**src/hdl/ilie_pkg.sv**
```systemverilog
// Package for the indexed list block: word layouts of both channels, command
// and status codes, cell control word and default sizes.
// No dependencies; every other file of the block refers to it by scoped names.
package ilie_pkg;

    // Default sizes, handed to the top level as parameter defaults.
    localparam int CAPACITY_DEFAULT     = 256;
    localparam int ELEMENT_BITS_DEFAULT = 32;

    // Widest values the parameters may take, used for fixed-width internal words.
    localparam int MAX_ELEM_BITS = 64;
    localparam int MAX_POS_W     = 13;

    // Field widths of the channel words.
    localparam int CMD_BITS    = 3;
    localparam int POS_BITS    = 9;
    localparam int VALUE_BITS  = 32;
    localparam int COUNT_BITS  = 9;
    localparam int STATUS_BITS = 2;

    // Cells are collected into groups of this size for the read path.
    localparam int GROUP_CELLS = 16;

    localparam logic [CMD_BITS-1:0] CMD_APPEND = 3'd0;
    localparam logic [CMD_BITS-1:0] CMD_INSERT = 3'd1;
    localparam logic [CMD_BITS-1:0] CMD_SET    = 3'd2;
    localparam logic [CMD_BITS-1:0] CMD_GET    = 3'd3;
    localparam logic [CMD_BITS-1:0] CMD_ERASE  = 3'd4;
    localparam logic [CMD_BITS-1:0] CMD_CLEAR  = 3'd5;

    localparam logic [STATUS_BITS-1:0] ST_OK    = 2'd0;
    localparam logic [STATUS_BITS-1:0] ST_RANGE = 2'd1;
    localparam logic [STATUS_BITS-1:0] ST_FULL  = 2'd2;

    typedef struct packed {
        logic [CMD_BITS-1:0]   command;
        logic [POS_BITS-1:0]   position;
        logic [VALUE_BITS-1:0] element;
    } cmd_word_t;

    typedef struct packed {
        logic [VALUE_BITS-1:0]  read_value;
        logic [COUNT_BITS-1:0]  entry_count;
        logic [STATUS_BITS-1:0] status;
    } rsp_word_t;

    // What every cell does in the current cycle.
    typedef enum logic [1:0] {
        CELL_HOLD,
        CELL_WRITE,
        CELL_INSERT,
        CELL_ERASE
    } cell_op_t;

    typedef struct packed {
        cell_op_t                 op;
        logic                     rd;
        logic [MAX_POS_W-1:0]     pos;
        logic [MAX_ELEM_BITS-1:0] data;
    } cell_ctl_t;

endpackage

```
**src/hdl/ilie_read_group.sv**
```systemverilog
// Read collector for one group of cells: ORs the selected cell words of the
// group and registers the result. Depends on ilie_pkg only for defaults.
module ilie_read_group #(
    parameter int ELEMENT_BITS = ilie_pkg::ELEMENT_BITS_DEFAULT,
    parameter int N            = ilie_pkg::GROUP_CELLS
) (
    input  logic                            clk,
    input  logic                            load,
    input  logic [N-1:0][ELEMENT_BITS-1:0]  words,
    output logic [ELEMENT_BITS-1:0]         group_word
);

    logic [ELEMENT_BITS-1:0] group_reg;
    logic [ELEMENT_BITS-1:0] group_next;

    // At most one cell of the whole list drives a nonzero word.
    always_comb
    begin
        group_next = '0;
        for (int k = 0; k < N; k++)
        begin
            group_next = group_next | words[k];
        end
    end

    always_ff @(posedge clk)
    begin
        if (load)
        begin
            group_reg <= group_next;
        end
    end

    assign group_word = group_reg;

endmodule

```
**config.mk**
```make
export PLATFORM = sky130hd
export DESIGN_NAME = ilie_read_group
export DESIGN_NICKNAME = d
export VERILOG_FILES = /design/src/hdl/ilie_pkg.sv /design/src/hdl/ilie_read_group.sv
export SDC_FILE = /design/constraint.sdc
export NUM_CORES = 1
export LEC_CHECK = 0
export ABC_AREA = 0
export CORE_AREA = 2 2 210 212
export CTS_CLUSTER_DIAMETER = 150
export DETAILED_ROUTE_END_ITERATION = 7
export DIE_AREA = 0 0 212 214
export DONT_BUFFER_PORTS = 1
export GPL_ROUTABILITY_DRIVEN = 0
export GPL_TIMING_DRIVEN = 0
export MAX_ROUTING_LAYER = met4
export PLACE_DENSITY = 0.3
export SLEW_MARGIN = 20
export SYNTH_ARGS = -nofsm -noshare
export SYNTH_HDL_FRONTEND = slang
export SYNTH_SLANG_ARGS = --single-unit
export TNS_END_PERCENT = 5
```
**constraint.sdc**
```tcl
create_clock -name clk -period 0.8 [get_ports clk]
set_input_delay 0.08 -clock clk [delete_from_list [all_inputs] [get_ports clk]]
set_output_delay 0.08 -clock clk [all_outputs]
set_load 0.01 [all_outputs]
```
# == Word level (Yosys, flattened, before mapping) ==
# Cells that the tools add are included.
# word_totals
inputBits,514
out_inout_bits,32
reg_bits,32
wordCells,16
# classes
n_bitwise,15
# op_table
operator,n
bitwise OR 32 bit,15

# == Depth between registers and ports, before layout ==
# logic_depth
word_depth,15
mapped_depth,2
ltp_nobuf,2

# == Least setup slack after synthesis ==
# Ideal clock, no wire load.
# synth_path
path_kind,input to register
start,in words[96] in the netlist's numbering
end,"reg group_reg[0], in the netlist group_word[0] (data pin)"
arrival_time_ps,424
path_buffers,0
setup_ps,273
t_required_ps,527
cell_stages,2
setup_slack_ps,103
path_cell_list,nor4_1 nand4_1
# synth_between
elab_chain_len,13
# synth_lines
item,line,rtl
start: declaration,ilie_read_group.sv:9,"input logic [N-1:0][ELEMENT_BITS-1:0] words,"
bitwise OR 32 bit (13 in a row),ilie_read_group.sv:22,group_next = group_next | words[k];
net group_next[0],ilie_read_group.sv:14,logic [ELEMENT_BITS-1:0] group_next;
end signal: assignment,ilie_read_group.sv:30,group_reg <= group_next;
end: declaration,ilie_read_group.sv:13,logic [ELEMENT_BITS-1:0] group_reg;
# The timed path passes the listed nets, and every way through them passes these cells.
# A chain may end at the register's enable or synchronous reset.

# == Worst setup path after layout ==
# layout_path
start,"reg group_reg[28], in the netlist group_word[28]"
end,out group_word[28]
# layout_lines
item,line,rtl
end: declaration,ilie_read_group.sv:10,output logic [ELEMENT_BITS-1:0] group_word
# No word-level cell between the ends.

==> run_results.csv <==
group,metric,value,unit
floorplan,core-area,42890,µm²
clocking,cts.sinks,32,
floorplan,die_h,214,µm
hold_path,min_from,"load",
synthesis,netlist_area,1962,µm²
placed_design,pre_cts_ws,-521.8,ps
routing,antenna_left,0,
setup_path,worstSetupPathType,"reg2out",
timing,hold_viol,63,
layout,layout.nets,714,
routing,vias,2468,
timing,worst_pin_slew,593.0,ps
routing,firstDrtPassIters,4,
floorplan,rows,76,
synthesis,avgSynthCellArea,10.22,µm²
floorplan,initial_core_util,4.575,%
timing,setup_viol,32,
timing,slew_headroom,60.10,%
grt,grt_pass1_vias,2563,
timing,slew_violations,0,
setup_path,arrival,810,ps
grt,antenna_found_initial,6,
placed_design,dpl_cell_area,2708,µm²
floorplan,die_area,45370,µm²
layout,syn_to_final_growth,46.68,%
grt,grt_max_degree,33,
hold_path,holdPathStages,0,
placed_design,place_inst,778,
setup_path,endpoint_kind,"primary output",
setup_path,critPathRequiredTime,720,ps
setup_path,path_max_fanout,1,
layout,fin_area,2878,µm²
floorplan,die_w,212,µm
synthesis,synth_cell_types,3,
power_and_ir_drop,ir_drop,593.7,µV
layout,largest_register_ffs,32,
clocking,clkSlewWorstSetupHoldPaths,60,ps
routing,wl_per_cell,20.10,µm
clocking,postCtsSetupBuffers,0,
timing,fin_ws,-92.13,ps
timing,fin_crit_sh,111.5,%
routing,drtIter0Drc,172,
power_and_ir_drop,leakage,0.4604,nW
synthesis,synth-seq-cells,32,
grt,grt.overflow.total,0,
grt,grt_pass1_wl,18.69,mm
clocking,cts-htree-levels,2,
synthesis,yosysWarnings,0,
setup_path,startpoint_type,"register",
power_and_ir_drop,power_density,1511,nW/µm²
timing,fin_hold_ws,-120.1,ps
placed_design,hpwlAfterDp,13.54,mm
placed_design,place.port_buffers,0,
clocking,numCtsBuffers,5,
synthesis,ys_seq_area_share,48.98,%
routing,wl,15.92,mm
status,status,"finished, violations left",
layout,drive_gt1_share,4.975,%
floorplan,io_pins,546,
clocking,cts-root-buf,"clkbuf_16",
hold_path,min_path_type,"in2reg",
status,violations,"hold timing, setup timing",
clocking,clock_path_buffers,2,
clocking,cts_tree,"built",
routing,drc,0,
layout,layoutNonFillerInstCount,792,
timing,clock.fmax,1121,MHz
timing,finalCriticalPeriod,892.1,ps
synthesis,synth_fp_nets,706,
grt,track_usage,6.646,%
layout,finish.utilization,6.710,%
timing,fin_tns_setup,-1404,ps
hold_path,holdPathEnd,"group_word[26]",
routing,via_per_inst,3.116,
job,max-cap-violations,0,
synthesis,syn_inst,192,
timing,grt_setup_unrepaired,"true",
## per-layer routing
metal	GRT usage (%)	share of wire, %	wire length (µm)	vias to the layer above
li1	-	-	-	951
met1	5.748	32	5018	1154
met2	10.97	50	7896	337
met3	3.870	15	2320	26
met4	4.155	4.3	684	0
met5	-	0	0	-
## where the power goes
group          internal (mW)  leakage, nW  total [mW]  switching [mW]
combinational         0.0900       0.0721       0.148          0.0583
sequential              1.93        0.323        2.03           0.106
clock                   1.16       0.0656        2.17            1.01
total                   3.17        0.460        4.35            1.17
## stage by stage
stage,hold WS (ps),total power [mW]
3_3_place_gp,197.6,2.228
5_1_grt,-149.1,4.623
4_1_cts,-151.4,4.601
6_report,-120.1,4.349
3_5_place_dp,197.4,2.229
2_1_floorplan,192.5,2.147
## cells in the mapped netlist, drive strengths merged
library cell / number / area share (%)
edfxtp: 32 / 49
nand4: 32 / 10
nor4: 128 / 41
## what timing repair did
action / in CTS / in global routing
hold endpoints to repair: 64 / 63
gates resized for setup: 3 / 0
setup endpoints to repair: 34 / 32
pin swaps: 0 / 0
## cells in the final DEF, fill, tap and decap left out
cell / Yosys / routed
edfxtp_1: 32 / 32
nor4_2: 0 / 4
diode_2: 0 / 6
buf_4: 0 / 1
clkbuf_1: 0 / 2
clkinv_1: 0 / 1
clkbuf_16: 0 / 5
nand4_1: 32 / 32
nor4_1: 128 / 124
## cell families after synthesis
family           after synthesis  share of synthesized area [%]
DFF                           32                          48.98
and+or+nand+nor              160                          51.02
## worst max-delay path by stage
stage | startpoint | end | slack [ps] | cells after the start
final | group_word[28] | group_word[28] | -90 | 0
after floorplan | words[96] | group_word[0] | 100 | 2
after global routing | group_word[28] | group_word[28] | -180 | 0
after CTS | group_word[28] | group_word[28] | -170 | 0
after global placement | words[222] | group_word[30] | -1170 | 2
after detailed placement | words[44] | group_word[12] | -520 | 2
## layout make-up
class,instances,area (µm²)
fillers,5002,40010
multi-input cells,160,1026
flip-flops and latches,32,960.9
well taps,585,732.0
clock buffers,7,132.6
diodes,6,15.01
repair buffers,1,7.507
clock inverters,1,3.754
No activity file was read; power rests on OpenSTA's default activity.
