<file path="config.mk">
export PLATFORM = sky130hd
export DESIGN_NAME = ilie_cell
export DESIGN_NICKNAME = d
export VERILOG_FILES = /design/src/hdl/ilie_pkg.sv /design/src/hdl/ilie_cell.sv
export SDC_FILE = /design/constraint.sdc
export NUM_CORES = 1
export LEC_CHECK = 0
export BUFFER_PORTS_ARGS = -buffer_cell sky130_fd_sc_hd__buf_2
export CORE_ASPECT_RATIO = 0.9
export CORE_MARGIN = 2
export CORE_UTILIZATION = 39
export DETAILED_ROUTE_END_ITERATION = 8
export MAX_ROUTING_LAYER = met4
export PLACE_DENSITY = 0.81
export SLEW_MARGIN = 25
export SYNTH_ARGS = -nofsm -noshare
export SYNTH_HDL_FRONTEND = slang
export SYNTH_SLANG_ARGS = --single-unit
</file>
<file path="constraint.sdc">
create_clock -name clk -period 3.1 [get_ports clk]
set_input_delay 0.31 -clock clk [delete_from_list [all_inputs] [get_ports clk]]
set_output_delay 0.31 -clock clk [all_outputs]
set_load 0.005 [all_outputs]
</file>
<file path="src/hdl/ilie_pkg.sv">
// Package for the indexed list block: word layouts of both channels, command
// and status codes, cell control word and default sizes.
// No dependencies; every other file of the block refers to it by scoped names.
package ilie_pkg;

    // Default sizes, handed to the top level as parameter defaults.
    localparam int CAPACITY_DEFAULT     = 256;
    localparam int ELEMENT_BITS_DEFAULT = 32;

    // Widest values the parameters may take, used for fixed-width internal words.
    localparam int MAX_ELEM_BITS = 64;
    localparam int MAX_POS_W     = 13;

    // Field widths of the channel words.
    localparam int CMD_BITS    = 3;
    localparam int POS_BITS    = 9;
    localparam int VALUE_BITS  = 32;
    localparam int COUNT_BITS  = 9;
    localparam int STATUS_BITS = 2;

    // Cells are collected into groups of this size for the read path.
    localparam int GROUP_CELLS = 16;

    localparam logic [CMD_BITS-1:0] CMD_APPEND = 3'd0;
    localparam logic [CMD_BITS-1:0] CMD_INSERT = 3'd1;
    localparam logic [CMD_BITS-1:0] CMD_SET    = 3'd2;
    localparam logic [CMD_BITS-1:0] CMD_GET    = 3'd3;
    localparam logic [CMD_BITS-1:0] CMD_ERASE  = 3'd4;
    localparam logic [CMD_BITS-1:0] CMD_CLEAR  = 3'd5;

    localparam logic [STATUS_BITS-1:0] ST_OK    = 2'd0;
    localparam logic [STATUS_BITS-1:0] ST_RANGE = 2'd1;
    localparam logic [STATUS_BITS-1:0] ST_FULL  = 2'd2;

    typedef struct packed {
        logic [CMD_BITS-1:0]   command;
        logic [POS_BITS-1:0]   position;
        logic [VALUE_BITS-1:0] element;
    } cmd_word_t;

    typedef struct packed {
        logic [VALUE_BITS-1:0]  read_value;
        logic [COUNT_BITS-1:0]  entry_count;
        logic [STATUS_BITS-1:0] status;
    } rsp_word_t;

    // What every cell does in the current cycle.
    typedef enum logic [1:0] {
        CELL_HOLD,
        CELL_WRITE,
        CELL_INSERT,
        CELL_ERASE
    } cell_op_t;

    typedef struct packed {
        cell_op_t                 op;
        logic                     rd;
        logic [MAX_POS_W-1:0]     pos;
        logic [MAX_ELEM_BITS-1:0] data;
    } cell_ctl_t;

endpackage

</file>
<file path="src/hdl/ilie_cell.sv">
// One storage cell of the list: holds one element word and trades it with its
// neighbors on insert and erase. Depends on ilie_pkg.
module ilie_cell #(
    parameter int ELEMENT_BITS = ilie_pkg::ELEMENT_BITS_DEFAULT,
    parameter int INDEX        = 0
) (
    input  logic                     clk,
    input  ilie_pkg::cell_ctl_t      ctl,
    input  logic [ELEMENT_BITS-1:0]  lower,
    input  logic [ELEMENT_BITS-1:0]  upper,
    output logic [ELEMENT_BITS-1:0]  word,
    output logic [ELEMENT_BITS-1:0]  rd_word
);

    localparam logic [ilie_pkg::MAX_POS_W-1:0] IDX = ilie_pkg::MAX_POS_W'(INDEX);

    logic [ELEMENT_BITS-1:0] word_reg;
    logic [ELEMENT_BITS-1:0] word_next;
    logic                    hit;

    assign hit = (ctl.pos == IDX);

    always_comb
    begin
        word_next = word_reg;
        unique case (ctl.op)
            ilie_pkg::CELL_WRITE:
            begin
                if (hit)
                begin
                    word_next = ctl.data[ELEMENT_BITS-1:0];
                end
            end
            ilie_pkg::CELL_INSERT:
            begin
                // Entries above the insert point move up by one.
                if (hit)
                begin
                    word_next = ctl.data[ELEMENT_BITS-1:0];
                end
                else if (IDX > ctl.pos)
                begin
                    word_next = lower;
                end
            end
            ilie_pkg::CELL_ERASE:
            begin
                // Entries from the erase point on take their upper neighbor.
                if (IDX >= ctl.pos)
                begin
                    word_next = upper;
                end
            end
            default:
            begin
                word_next = word_reg;
            end
        endcase
    end

    always_ff @(posedge clk)
    begin
        word_reg <= word_next;
    end

    assign word    = word_reg;
    assign rd_word = (ctl.rd && hit) ? word_reg : '0;

endmodule

</file>
=== Word-level counts from Yosys, hierarchy flattened ===
Index checks and enable logic that the tools add are counted.

* Magnitude comparators: 2
* Equal/unequal tests: 6
* Multiplexer cells: 6
* Reduce and logical (&&, ||, !) cells: 4

{| class="wikitable"
|+ Operators with widths
! kind !! count
|-
| $mux 32 || 5
|-
| $pmux 32 s3 || 1
|-
| $ge 1x13->1 const A || 1
|-
| $gt 1x13->1 const A || 1
|-
| $logic_not 13->1 || 1
|-
| $eq 2x2->1 const B || 2
|-
| $ne 2x2->1 const B || 2
|-
| $reduce_and 4->1 || 1
|-
| $ne 3x3->1 const B || 1
|-
| $reduce_bool 3->1 || 1
|-
| $eq 2x1->1 const B || 1
|-
| $logic_and 1x1->1 || 1
|}

* Bits in registers: 32
* Input port bits: 145
* Output and inout port bits: 64
* Logic and storage cells: 19

=== Depth between registers and ports, before layout ===
Gate-level depths: netlist of run 1.

* Depth in word-level cells: 4
* Mapped depth: 7

=== Worst setup path before layout of run 1 ===
OpenSTA, ideal clock, no wires.

* Kind: input to register
* From: in ctl[78] in the netlist's numbering
* To: reg word_reg[0] (netlist: word[0]) (enable)
* Library setup time: 0.400 ns
* Data arrival time: 2.027 ns
* Required time: 2.700 ns
* Path slack: 0.674 ns
* Stages on the path: 5
* Buffers on the path: 2
* Path through: ha_1 -> buf_2 -> clkbuf_1 -> inv_1 -> a2bb2oi_2

* Cells in the longest elaborated chain, start to end: 3
* Elaborated cells on any way between the ends: 8

{| class="wikitable"
|+ RTL lines
! item !! line !! text
|-
| start, declared || ilie_cell.sv:8 || <nowiki>input ilie_pkg::cell_ctl_t ctl,</nowiki>
|-
| $eq 2x2->1 or $eq 2x1->1 (tied branches) || ilie_cell.sv:26 || <nowiki>unique case (ctl.op)</nowiki>
|-
| $ne 3x3->1 (no line) (tied with other cells) || -- ||
|-
| $reduce_and 4->1 (no line) * || -- ||
|-
| end signal, assigned || ilie_cell.sv:63 || <nowiki>word_reg <= word_next;</nowiki>
|-
| end, declared || ilie_cell.sv:17 || <nowiki>logic [ELEMENT_BITS-1:0] word_reg;</nowiki>
|}

Every way passes the cells marked *; elsewhere a longest branch is shown, timed or not.
A chain may end at the register's enable or synchronous reset.

=== Final worst setup path of run 1 ===
* From: in ctl[65] in the netlist's numbering
* To: out rd_word[12]

* Cells in the longest elaborated chain, start to end: 3

{| class="wikitable"
|+ RTL lines
! item !! line !! text
|-
| $logic_not 13->1 || ilie_cell.sv:21 || <nowiki>assign hit = (ctl.pos == IDX);</nowiki>
|-
| $logic_and 1x1->1 || ilie_cell.sv:67 || <nowiki>assign rd_word = (ctl.rd && hit) ? word_reg : '0;</nowiki>
|-
| $mux 32 || ilie_cell.sv:67 ||
|-
| end, declared || ilie_cell.sv:12 || <nowiki>output logic [ELEMENT_BITS-1:0] rd_word</nowiki>
|}

Every way passes these cells.

==> results of run 1 <==
[logic make-up (layout without fill, tap and decap cells)]
logic type	Yosys count	count (layout)	share of synthesized area, %
adders and majority gates	3	3	1.51
muxes	32	32	12.9
and+or+nand+nor	40	40	10.2
buffers and inverters	30	196	8.53
DFF	32	32	38.7
AOI/OAI and AO/OA	97	97	28.1
[power groups by stage]
stage                     Combinational, mW  Sequential [mW]  Clock, mW
after floorplan                       0.140            0.584          0
after global placement                0.312            0.578          0
after detailed placement              0.321            0.579          0
after CTS                             0.321            0.571      0.311
after global routing                  0.352            0.576      0.332
final                                 0.320            0.571      0.302
[how the worst max path moves through the flow]
stage | from | end
global placement | ctl[78] | word[30]
global route | ctl[71] | rd_word[23]
detailed placement | ctl[78] | word[4]
floorplan | ctl[78] | word[0]
finish | ctl[65] | rd_word[12]
CTS | ctl[65] | rd_word[12]
[critical path, delay by kind of cell]
| kind | cells | cell delay (ns) |
|---|---|---|
| simple gates | 3 | 0.90 |
| buf+inv | 3 | 0.55 |
[per-stage QoR]
stage               setup WS, ns  power (mW)  cell area [µm²]  cells  util, %
floorplan                  0.674       0.725             2480    234        -
global placement            1.02       0.889             3370    479     54.7
detailed placement         0.988       0.900             3370    479     54.7
CTS                         1.02        1.20             3450    487     56.0
global route               0.845        1.26             3450    487     56.0
finish                      1.02        1.19             3450    487     56.0
[layout make-up]
type                       count  area [µm²]  area share, %
clock buffer                   7        76.3           2.21
clock inverter                 1        3.75          0.109
inverter                       3        11.3          0.327
multi-input combinational    172        1320           38.4
sequential                    32         961           27.9
tap                           87         109           3.16
timing repair buffer         185         961           27.9
[routing by layer]
layer,wire (µm),vias to the layer above
li1,-,1276
met1,2790,1243
met2,3800,126
met3,557,13
met4,92,0
met5,0,-
[cell usage in the layout (no fill, tap or decap), types with 3 or more instances in the layout]
| cell type | instances |
|---|---|
| a21oi_1 | 32 |
| mux2i_1 | 32 |
| buf_2 | 176 |
| inv_1 | 3 |
| clkbuf_8 | 5 |
| a22oi_1 | 32 |
| a22o_1 | 32 |
| and3_1 | 32 |
| buf_4 | 8 |
| edfxtp_1 | 32 |
==> results.sh, run 1 <==
export IMPL_cts_htree_levels=2
export IMPL_final_min_clock_period_ns=2.08
export IMPL_syn_nets=382
export IMPL_io_pins=209
export IMPL_maxSlewHeadroom_pct=57.2
export IMPL_syn_avg_cell_area_um2=10.6
export IMPL_tns_ns=0
export IMPL_core_area_um2=6150
export IMPL_start_util_pct=40.3
export IMPL_power_density_nw_per_um2=346
export IMPL_grt_use_met3_pct=3.62
export IMPL_syn_area_um2=2480
export IMPL_fmaxAchievable_mhz=482
export IMPL_busiest_layer="met2"
export IMPL_synth_area_leaders="edfxtp_1 (39%), mux2i_1 (13%), a22o_1 (11%)"
export IMPL_dp_hpwl_um=5240
export IMPL_die_area_um2=7010
export IMPL_end_kind="primary output"
export IMPL_cts_tree="built"
export IMPL_crit_path_frequent_cell="buf_2"
export IMPL_use_met1_pct=21.5
export IMPL_layout_drive_gt1_share_pct=48.8
export IMPL_worstPathCellList="buf_2, nor4_2, and4_4, buf_4, and3_1, buf_2"
export IMPL_internal_power_mw=0.864
export IMPL_ys_flop_type="edfxtp_1"
export IMPL_firstDrtPassIters=5
export IMPL_grt_pass1_vias=2380
export IMPL_rsz0062_at_grt="no"
export IMPL_yosys_warnings=0
export IMPL_min_to="word[28]"
export IMPL_ys_seq_area_share_pct=38.7
export IMPL_clock_root_buffer="clkbuf_8"
export IMPL_port_buffer_count=176
export IMPL_finalWirelength_um=7240
export IMPL_critPathLaunchType="input pin"
export IMPL_grt_pass1_wl_um=10600
export IMPL_grt_max_degree=37
export IMPL_slowest_delay_ns=0.43
export IMPL_viasPerCell=5.46
export IMPL_synth_top_cell_area_share_pct=38.7
export IMPL_drtIter0Drc=83
export IMPL_worstPathRequired_ns=2.79
export IMPL_hold_path_startpoint="ctl[28]"
export IMPL_clock_sinks=32
export IMPL_comb_power_share_pct=26.8
export IMPL_holdBufCountCts=0
export IMPL_synth_edf_count=32
export IMPL_p_sw_mw=0.329
export IMPL_holdPathStages=3
export IMPL_ys_types=20
export IMPL_timing_final_hold_violations=0
export IMPL_cts_resized=0
export IMPL_die_h_um=79.7
export IMPL_grt_use_total_pct=19.7
export IMPL_ctsLongestPathBuffers=2
export IMPL_cts_setup_buffers=0
export IMPL_arrival_ns=1.77
export IMPL_gp_congestion=0.757
export IMPL_clock_power_share_pct=25.3
export IMPL_syn2layout_area_growth_pct=39.0
export IMPL_p_sw_share_pct=27.6
export IMPL_largest_reg_flops=32
export IMPL_setup_viol=0
export IMPL_ir_worst_vdd_v=0.000164
export IMPL_overflow=0
export IMPL_worstMarginPinSlew_ns=0.641
export IMPL_placementRows=27
export IMPL_remaining_drc_errors=0
export IMPL_crit_fanout=23
export IMPL_antenna_left=0
export IMPL_cap_violations=0
export IMPL_syn_inst=234
export IMPL_status="finished, final reports clean"
export IMPL_p_leak_nw=1.71
export IMPL_async_flop_share_pct=0
export IMPL_ys_ff_latch=32
export IMPL_via_count=2658
export IMPL_diodes=0
export IMPL_slew_viol_final=0
export IMPL_seq_power_share_pct=47.8
export IMPL_grt_antenna_before_repair=0
export IMPL_met2_usage_pct=36.4
export IMPL_clkSlewWorstSetupHoldPaths_ns=0.06
export IMPL_holdWs_ns=0.397
export IMPL_nFillCells=571
export IMPL_worst_setup_path_type="input pin to primary output"
export IMPL_fin_crit_sh_pct=67.0
export IMPL_wl_per_cell_um=14.9
export IMPL_synth_top_cell_by_area="edfxtp_1"
export IMPL_nNetsFinal=547
export IMPL_crit_path_top_delay_cell="and4_4"
export IMPL_numCtsBuffers=5
export IMPL_hold_path_class="input pin to flop"
export IMPL_die_x_um=88.1
Note: power is estimated with default switching activity, not from simulation.
==> run 2: changes to the inputs <==
Settings changed: CORE_UTILIZATION 39 to 35, PLACE_DENSITY 0.81 to 0.77.
Clock period 3.1 ns to 1.9 ns, I/O delays scaled along.
==> results.sh, run 2 (synthesis gave the netlist of run 1 again) <==
export IMPL_p_leak_nw=1.76
export IMPL_start_util_pct=35.6
export IMPL_slowest_delay_ns=0.45
export IMPL_grt_pass1_vias=2541
export IMPL_arrival_ns=1.58
export IMPL_worstPathRequired_ns=1.71
export IMPL_diodes=0
export IMPL_p_sw_share_pct=27.8
export IMPL_io_pins=209
export IMPL_clock_sinks=32
export IMPL_viasPerCell=5.34
export IMPL_end_kind="primary output"
export IMPL_mostFrequentLayoutCell="buf_2"
export IMPL_antenna_left=0
export IMPL_rsz0062_at_grt="no"
export IMPL_cts_setup_buffers=0
export IMPL_crit_fanout=32
export IMPL_die_x_um=92.7
export IMPL_syn2layout_area_growth_pct=43.8
export IMPL_firstDrtPassIters=4
export IMPL_remaining_drc_errors=0
export IMPL_grt_use_total_pct=19.3
export IMPL_clock_root_buffer="clkbuf_8"
export IMPL_wl_per_cell_um=15.4
export IMPL_worst_setup_path_type="input pin to primary output"
export IMPL_final_min_clock_period_ns=1.77
export IMPL_grt_antenna_before_repair=0
export IMPL_power_density_nw_per_um2=557
export IMPL_layout_drive_gt1_share_pct=49.9
export IMPL_largest_reg_flops=32
export IMPL_finalWirelength_um=7680
export IMPL_fin_ws_ns=0.126
export IMPL_status="finished, final reports clean"
export IMPL_drtIter0Drc=148
export IMPL_fin_crit_sh_pct=93.4
export IMPL_setup_viol=0
export IMPL_timing_final_hold_violations=0
export IMPL_clock_power_share_pct=24.9
export IMPL_via_count=2669
export IMPL_slew_viol_final=0
export IMPL_tns_ns=0
export IMPL_overflow=0
export IMPL_cts_resized=0
export IMPL_grt_pass1_wl_um=11800
export IMPL_hold_path_class="input pin to flop"
export IMPL_pre_cts_slack_ns=0.0419
export IMPL_placementRows=29
export IMPL_internal_power_mw=1.43
export IMPL_port_buffer_count=176
export IMPL_nNetsFinal=554
export IMPL_ir_worst_vdd_v=0.000280
export IMPL_dp_hpwl_um=5670
export IMPL_seq_power_share_pct=47.2
export IMPL_p_sw_mw=0.552
export IMPL_die_area_um2=7780
export IMPL_numCtsBuffers=5
export IMPL_critPathLaunchType="input pin"
export IMPL_worstMarginPinSlew_ns=0.562
export IMPL_cts_htree_levels=2
export IMPL_cts_tree="built"
export IMPL_crit_path_frequent_cell="buf_2"
export IMPL_crit_path_top_delay_cell="and4_4"
export IMPL_worstPathCellList="buf_2, nor4_1, and4_4, buf_12, and3_1, buf_2"
export IMPL_core_area_um2=6970
export IMPL_grt_max_degree=33
export IMPL_cap_violations=0
export IMPL_die_h_um=83.9
export IMPL_holdPathStages=3
export IMPL_fmaxAchievable_mhz=564
export IMPL_final_core_util_pct=51.2
export IMPL_holdBufCountCts=0
export IMPL_clkSlewWorstSetupHoldPaths_ns=0.06
export IMPL_ctsLongestPathBuffers=2
export IMPL_gp_congestion=0.832
export IMPL_maxSlewHeadroom_pct=62.5
export IMPL_comb_power_share_pct=28.0
run 2: cell types whose count changed in the layout (fill, tap and decap cells not counted):
cell	previous run	this run
nor3_1	2	1
buf_4	8	11
buf_12	1	5
nor3_4	0	1
run 2: layout make-up:
class | instances | area (µm²)
repair buffers | 192 | 1060
fillers | 660 | 3400
clock inverters | 1 | 3.75
clock buffers | 7 | 76.3
inverters | 3 | 11.3
multi-input cells | 172 | 1340
well taps | 93 | 116
flip-flops and latches | 32 | 961
run 2: stage by stage:
step / hold WS (ns) / cell area, µm² / total power, mW / cells
floorplan: 0.450 / 2500 / 1.19 / 234
global placement: 0.554 / 3490 / 1.49 / 492
detailed placement: 0.567 / 3490 / 1.51 / 492
CTS: 0.271 / 3570 / 2.01 / 500
global route: 0.281 / 3570 / 2.10 / 500
finish: 0.283 / 3570 / 1.99 / 500
run 2: final timing paths:
path / to / from
max: rd_word[25] / ctl[71]
min: word[22] / ctl[22]
run 2: power by group through the flow:
stage	logic [mW]	registers, mW	clock network, mW
finish	0.555	0.936	0.494
global route	0.612	0.947	0.539
CTS	0.556	0.937	0.516
detailed placement	0.555	0.952	0
global placement	0.541	0.947	0
floorplan	0.238	0.953	0
run 2: metal layers:
metal	track usage (%)	routed length (µm)	vias to the layer above	part of all wire, %
li1	-	-	1294	-
met1	23.8	3260	1250	42
met2	33.7	3920	120	51
met3	2.08	439	5	5.7
met4	5.08	57	0	0.74
met5	-	0	-	0
run 2: critical path, delay by kind of cell:
kind          cells  cell delay (ns)
simple gates      3             0.94
buf+inv           3             0.45
==> run 3: changes to the inputs <==
Settings changed: CORE_UTILIZATION 35 to 36, CTS_BUF_LIST set to sky130_fd_sc_hd__clkbuf_8, PLACE_DENSITY 0.77 to 0.79.
==> results.sh, run 3 (synthesis gave the netlist of run 1 again) <==
export IMPL_syn2layout_area_growth_pct=42.9
export IMPL_arrival_ns=1.46
export IMPL_clock_power_share_pct=23.8
export IMPL_final_core_util_pct=53.5
export IMPL_grt_use_total_pct=19.1
export IMPL_die_x_um=91.5
export IMPL_grt_pass1_vias=2398
export IMPL_gp_congestion=0.784
export IMPL_holdBufCountCts=0
export IMPL_seq_power_share_pct=48.1
export IMPL_clock_sinks=32
export IMPL_design_area_um2=3540
export IMPL_comb_power_share_pct=28.1
export IMPL_wl_per_cell_um=15.6
export IMPL_critPathLaunchType="input pin"
export IMPL_slew_viol_final=0
export IMPL_ctsLongestPathBuffers=2
export IMPL_hold_path_class="input pin to flop"
export IMPL_antenna_left=0
export IMPL_holdWs_ns=0.287
export IMPL_worst_setup_path_type="input pin to primary output"
export IMPL_tns_ns=0
export IMPL_largest_reg_flops=32
export IMPL_p_sw_share_pct=27.4
export IMPL_dpl_cell_area_um2=3460
export IMPL_cts_resized=0
export IMPL_layout_drive_gt1_share_pct=49.1
export IMPL_slowest_delay_ns=0.38
export IMPL_power_density_nw_per_um2=552
export IMPL_clkSlewWorstSetupHoldPaths_ns=0.07
export IMPL_numCtsBuffers=5
export IMPL_nFillCells=606
export IMPL_via_count=2705
export IMPL_crit_path_top_delay_cell="and4_4"
export IMPL_fin_ws_ns=0.248
export IMPL_final_cells=491
export IMPL_viasPerCell=5.51
export IMPL_start_util_pct=37.5
export IMPL_mostFrequentLayoutCell="buf_2"
export IMPL_io_pins=209
export IMPL_rsz0062_at_grt="no"
export IMPL_p_sw_mw=0.535
export IMPL_die_area_um2=7570
export IMPL_status="finished, final reports clean"
export IMPL_grt_pass1_wl_um=11200
export IMPL_setup_viol=0
export IMPL_ir_worst_vdd_v=0.000325
export IMPL_clock_root_buffer="clkbuf_8"
export IMPL_p_total_mw=1.96
export IMPL_place_inst=483
export IMPL_cp_top_family="simple AND/OR/NAND/NOR gates"
export IMPL_final_min_clock_period_ns=1.65
export IMPL_core_area_um2=6620
export IMPL_cap_violations=0
export IMPL_maxSlewHeadroom_pct=69.9
export IMPL_fmaxAchievable_mhz=605
export IMPL_p_leak_nw=1.75
export IMPL_worstPathBufferInverterCount=3
export IMPL_grt_max_degree=61
export IMPL_grt_antenna_before_repair=0
export IMPL_finalWirelength_um=7660
export IMPL_drtIter0Drc=115
export IMPL_timing_final_hold_violations=0
export IMPL_worstPathRequired_ns=1.71
export IMPL_fin_crit_sh_pct=87.0
export IMPL_cts_setup_buffers=0
export IMPL_overflow=0
export IMPL_port_buffer_count=176
export IMPL_worstPathCellList="buf_2, nor4_1, and4_4, buf_12, and3_1, buf_2"
export IMPL_internal_power_mw=1.42
export IMPL_pre_cts_slack_ns=0.172
export IMPL_diodes=0
export IMPL_crit_path_frequent_cell="buf_2"
export IMPL_dp_hpwl_um=5650
export IMPL_nNetsFinal=548
export IMPL_end_kind="primary output"
export IMPL_firstDrtPassIters=5
export IMPL_crit_fanout=38
export IMPL_worstMarginPinSlew_ns=0.451
export IMPL_placementRows=28
export IMPL_cts_htree_levels=2
export IMPL_remaining_drc_errors=0
export IMPL_cts_tree="built"
export IMPL_die_h_um=82.7
run 3: power groups by stage:
stage | clock, mW | sequential (mW) | combinational, mW
final | 0.465 | 0.941 | 0.550
after global routing | 0.509 | 0.952 | 0.610
after CTS | 0.483 | 0.942 | 0.549
after detailed placement | 0 | 0.956 | 0.548
after global placement | 0 | 0.950 | 0.537
after floorplan | 0 | 0.953 | 0.238
run 3: cell type report:
type | count | area (µm²) | share of cell area (%)
clock inverter | 3 | 11.3 | 0.318
tap | 90 | 113 | 3.18
timing repair buffer | 186 | 1040 | 29.4
clock buffer | 5 | 68.8 | 1.94
sequential | 32 | 961 | 27.1
multi-input combinational | 172 | 1340 | 37.7
inverter | 3 | 11.3 | 0.318
run 3: metal layers:
metal	GRT usage (%)	part of all wire [%]	up-vias
li1	-	-	1278
met1	23.2	42	1294
met2	32.6	50	129
met3	3.90	7.2	4
met4	5.61	0.77	0
met5	-	0	-
run 3: worst paths after layout:
path,from,end,slack [ns],cells past startpoint
setup / recovery,ctl[71],rd_word[12],0.25,6
hold / removal,ctl[3],word[3],0.29,3
run 3: worst min-delay path: cells and delay by family:
family | cells | cell delay, ns
compound gates | 1 | 0.05
mux | 1 | 0.11
buf+inv | 1 | 0.09
